**config.mk**
```make
export PLATFORM = sky130hd
export DESIGN_NAME = wrf_ram
export DESIGN_NICKNAME = d
export VERILOG_FILES = /design/src/sv/wrf_ram.sv
export SDC_FILE = /design/constraint.sdc
export NUM_CORES = 1
export LEC_CHECK = 0
export ABC_AREA = 1
export BUFFER_PORTS_ARGS = -buffer_cell sky130_fd_sc_hd__buf_2
export CORE_AREA = 2 2 74 146
export DETAILED_ROUTE_END_ITERATION = 12
export DIE_AREA = 0 0 76 148
export PLACE_DENSITY_LB_ADDON = 0.05
export SLEW_MARGIN = 0
export SYNTH_ARGS = -nofsm -noshare
export SYNTH_HDL_FRONTEND = slang
export SYNTH_SLANG_ARGS = --single-unit
```
**constraint.sdc**
```tcl
create_clock -name clk -period 1.15 [get_ports clk]
set_input_delay 0.0575 -clock clk [delete_from_list [all_inputs] [get_ports clk]]
set_output_delay 0.0575 -clock clk [all_outputs]
set_load 0.005 [all_outputs]
```
**src/sv/wrf_ram.sv**
```systemverilog
// ----------------------------------------------------------------------------
// wrf_ram
// Simple dual-port RAM: one write port, one read port with registered data.
// ----------------------------------------------------------------------------
`default_nettype none

module wrf_ram #(
  parameter int WIDTH = 8,
  parameter int DEPTH = 16
) (
  input  logic                     clk,
  input  logic                     we,
  input  logic [$clog2(DEPTH)-1:0] waddr,
  input  logic [WIDTH-1:0]         wdata,
  input  logic                     re,
  input  logic [$clog2(DEPTH)-1:0] raddr,
  output logic [WIDTH-1:0]         rdata
);

  logic [WIDTH-1:0] mem [DEPTH];

  always_ff @(posedge clk) begin
    if (we) begin
      mem[waddr] <= wdata;
    end
    if (re) begin
      rdata <= mem[raddr];
    end
  end

endmodule

`default_nettype wire

```
After elaboration in Yosys (flattened, before gate mapping). Memory sizes are Yosys's and may differ from the RTL's. A register that Yosys moved wholly into a read port is not among the register bits. Cells that the tools add are included.

Magnitude comparators: 0. Reduce and logical (&&, ||, !) cells: 0. Multiply operators: 0. Bitwise gates (word level): 0. Shift operators: 0. Divide/modulo/power cells: 0. Equality and inequality tests: 0. Add/subtract/negate cells: 0. Muxes and demuxes: 2.

Operators with widths (count): 2-to-1 mux 1 bit (2).

Memory bits (read-only): 0. Bits in latches: 0. Output and inout port bits: 8. Memories kept: 1. Logic and storage cells: 3. Bits in writable memories: 128. Bits in registers: 0. Input bits: 19.

Memory list: mem (depth 16, bits a word 8, read ports 1, clocked after Yosys merged registers in 1, write ports 1, RTL line 20) `logic [WIDTH-1:0] mem [DEPTH];`.

Logic depth before layout (Yosys ltp).
Depth after elaboration: 2. Gate-level depth with buffers: 8. Mapped depth without buffers: 7.

Worst setup path after synthesis. No wires, ideal clock.

Path kind: input -> register. From: input port waddr[2]. To: memory mem[10][0] (enable). Required time: 0.780 ns. Buffers on the path: 0. Data arrival time: 0.638 ns. Path slack: 0.142 ns. Cell stages on the path: 2. Setup time: 0.370 ns. Path through: nand3b_1 nor2_1.

RTL lines: start: declaration (RTL line 13) `input logic [$clog2(DEPTH)-1:0] waddr,`; end: declaration (RTL line 20).

No word-level cell before the write port.

==> results.ini <==
[critical_path]
critPathTopFamily=simple AND/OR/NAND/NOR gates
cp.required_ns=1.32
critPathMaxFanout=1
slowest_stage=edfxtp_1
path_buf_inv=1
worstSetupEndpointType=register
start_kind=register
cp_num_cells=6
cp_cell_sequence=inv_1 > nand2_1 > nand3_1 > nand3_1 > nand3_2 > nand2_1
setup.worst_path.class=reg -> reg
ff2ff_path_depth=6
critPathMaxStageDelay_ns=0.36
rrSetupSlack_ns=0.02
cp.arrival_ns=1.29

[placement]
post-place-ws_ns=-0.1372
port_buffers=26
hpwl_mm=8.610
place_inst=713
finalWeightedCongestion=0.8615

[synth]
syn_inst=551
ys.flop_type=edfxtp_1
synth_top_area_frac=0.6985
synth_edf_count=136
yosysMostFrequentCell=nand2_1
async_reset_ff_frac=0
avgSynthCellArea_sq_um=10.61
syn_area_sq_um=5847
ys_seq_area_frac=0.6985
netlist_top_cells_count=nand2_1 (173), edfxtp_1 (136), inv_1 (100), nand3_1 (97), nor2_1 (17)
yosysTopAreaCell=edfxtp_1
ys_ff_latch=136
syn_nets=570
synth_area_leaders=edfxtp_1 (70%), nand2_1 (11%), nand3_1 (8.3%), inv_1 (6.4%), buf_6 (1.2%)
yosys_warnings=0
synth_cell_types=11

[clock_network]
cts_num_sinks=136
numCtsBuffers=17
cts_tree=built
postCtsSetupBuffers=0
htree_levels=4
root_buffer=clkbuf_16
cts_max_path_buffers=2
cts.reportedPaths.clkPinSlew_ns=0.06
insertion_delay_ns=0.41

[timing]
rsz0062_at_grt=yes
setup_viol_count_final=0
hold_slack_ns=0.05406
fin_crit_ns=1.126
tns_ns=0
finalCritPeriodShare=0.9790
fmax_mhz=888.2
layout_setup_ws_ns=0.02410
tightest_slew_ns=0.6042
slew_headroom=0.5966
skew_ns=0.01020
hold_violations=0
slew_violations=0

[routing]
wl_per_cell_um=17.60
vias=3902
ant_nets=0
dr.pass1.iters=4
drc=0
vias_per_cell=5.238
drt-total-wl_mm=13.11
drt_iter0_drc=254

[power_and_ir_drop]
p_int_mw=9.191
switchingPower_mw=2.473
swShare=0.2120
total_power_mw=11.66
power_density_nw_per_um2=1685
cellLeakagePower_nw=3.000
pwr-share-comb=0.062
vdd_drop_max_mv=1.130
clkPwrFrac=0.456
pwr-share-seq=0.482

[min_path]
min_path_cells=1
holdCritPathClass=in -> reg

[floorplanning]
coreArea_sq_um=10080
rows=52
die_y_um=148
die_area_sq_um=11250
io_pins=27
die_width_um=76
initial_core_util=0.5798

[grt]
grt_pass1_wl_mm=20.47
use_met3=0.04823
antenna_found_initial=0
grt.total_usage=0.2495
grt_overflow=0
met1_usage=0.2773
grt_pass1_vias=3951
grt_max_degree=48
grt_use_met2=0.4429
busiest_layer=met2

[cells_and_area]
diodes=0
layout.cells.non_filler=745
syn2layout_area_growth_pct=18.40
drive_gt1_frac=0.1738
nNetsFinal=617

[job]
drv_cap=0

[outcome]
status=finished clean

[power by group through the flow]
stage / combinational, mW / sequential (mW) / clock [mW]
CTS: 0.696 / 5.62 / 5.37
detailed placement: 0.688 / 5.72 / 0
global route: 0.805 / 5.63 / 5.59
global placement: 0.681 / 5.72 / 0
finish: 0.726 / 5.62 / 5.32
floorplan: 0.391 / 5.71 / 0
[logic make-up after synthesis]
group,synth area share
flops,0.6985
simple gates,0.2076
buf+inv,0.09394
[flip-flops by register name (all words and copies together), names as in the netlist]
| signal | count |
|---|---|
| rdata | 8 |
| mem | 128 |
[final timing paths]
path / from / end
max: mem[1][3] / rdata[3]
min: wdata[7] / mem[6][7]
max reg2reg: mem[1][3] / rdata[3]
min reg2reg: mem[11][1] / rdata[1]
[area by class of cell]
cell class / instances / area, sq um
Clock buffer: 18 / 429.2
Clock inverter: 13 / 156.4
Fill cell: 764 / 3162
Inverter: 102 / 382.9
Multi-Input combinational cell: 289 / 1324
Sequential cell: 136 / 4084
Tap cell: 135 / 168.9
Timing Repair Buffer: 52 / 377.9
[through the flow]
step	cell area (sq um)	util
3_3_place_gp	6217	0.6165
5_1_grt	6923	0.6865
2_1_floorplan	5847	-
4_1_cts	6813	0.6756
6_report	6923	0.6865
3_5_place_dp	6217	0.6165
[layout by cell type (no fill, tap or decap), drive strengths merged]
cell / count
bufinv: 3
nand3b: 2
clkinv: 5
nor2: 17
nand3: 97
inv: 102
clkbuf: 18
edfxtp: 136
nand2: 173
clkinvlp: 5
buf: 51
dlygate4sd3: 1
[per-layer routing]
layer  vias to the layer above  wire length [um]
li1                       1877                 -
met2                       124              7140
met3                        40               486
met5                         -                 0
met1                      1861              4799
met4                         0               688
[repair_timing]
item                       4_1_cts  5_1_grt
gates cloned                     0        0
setup endpoints to repair        2        8
pin swaps                        0        2
hold endpoints to repair         0        5
gates resized for setup          2       21
hold buffers                     0        1
Note: power is estimated with default switching activity, not from simulation.
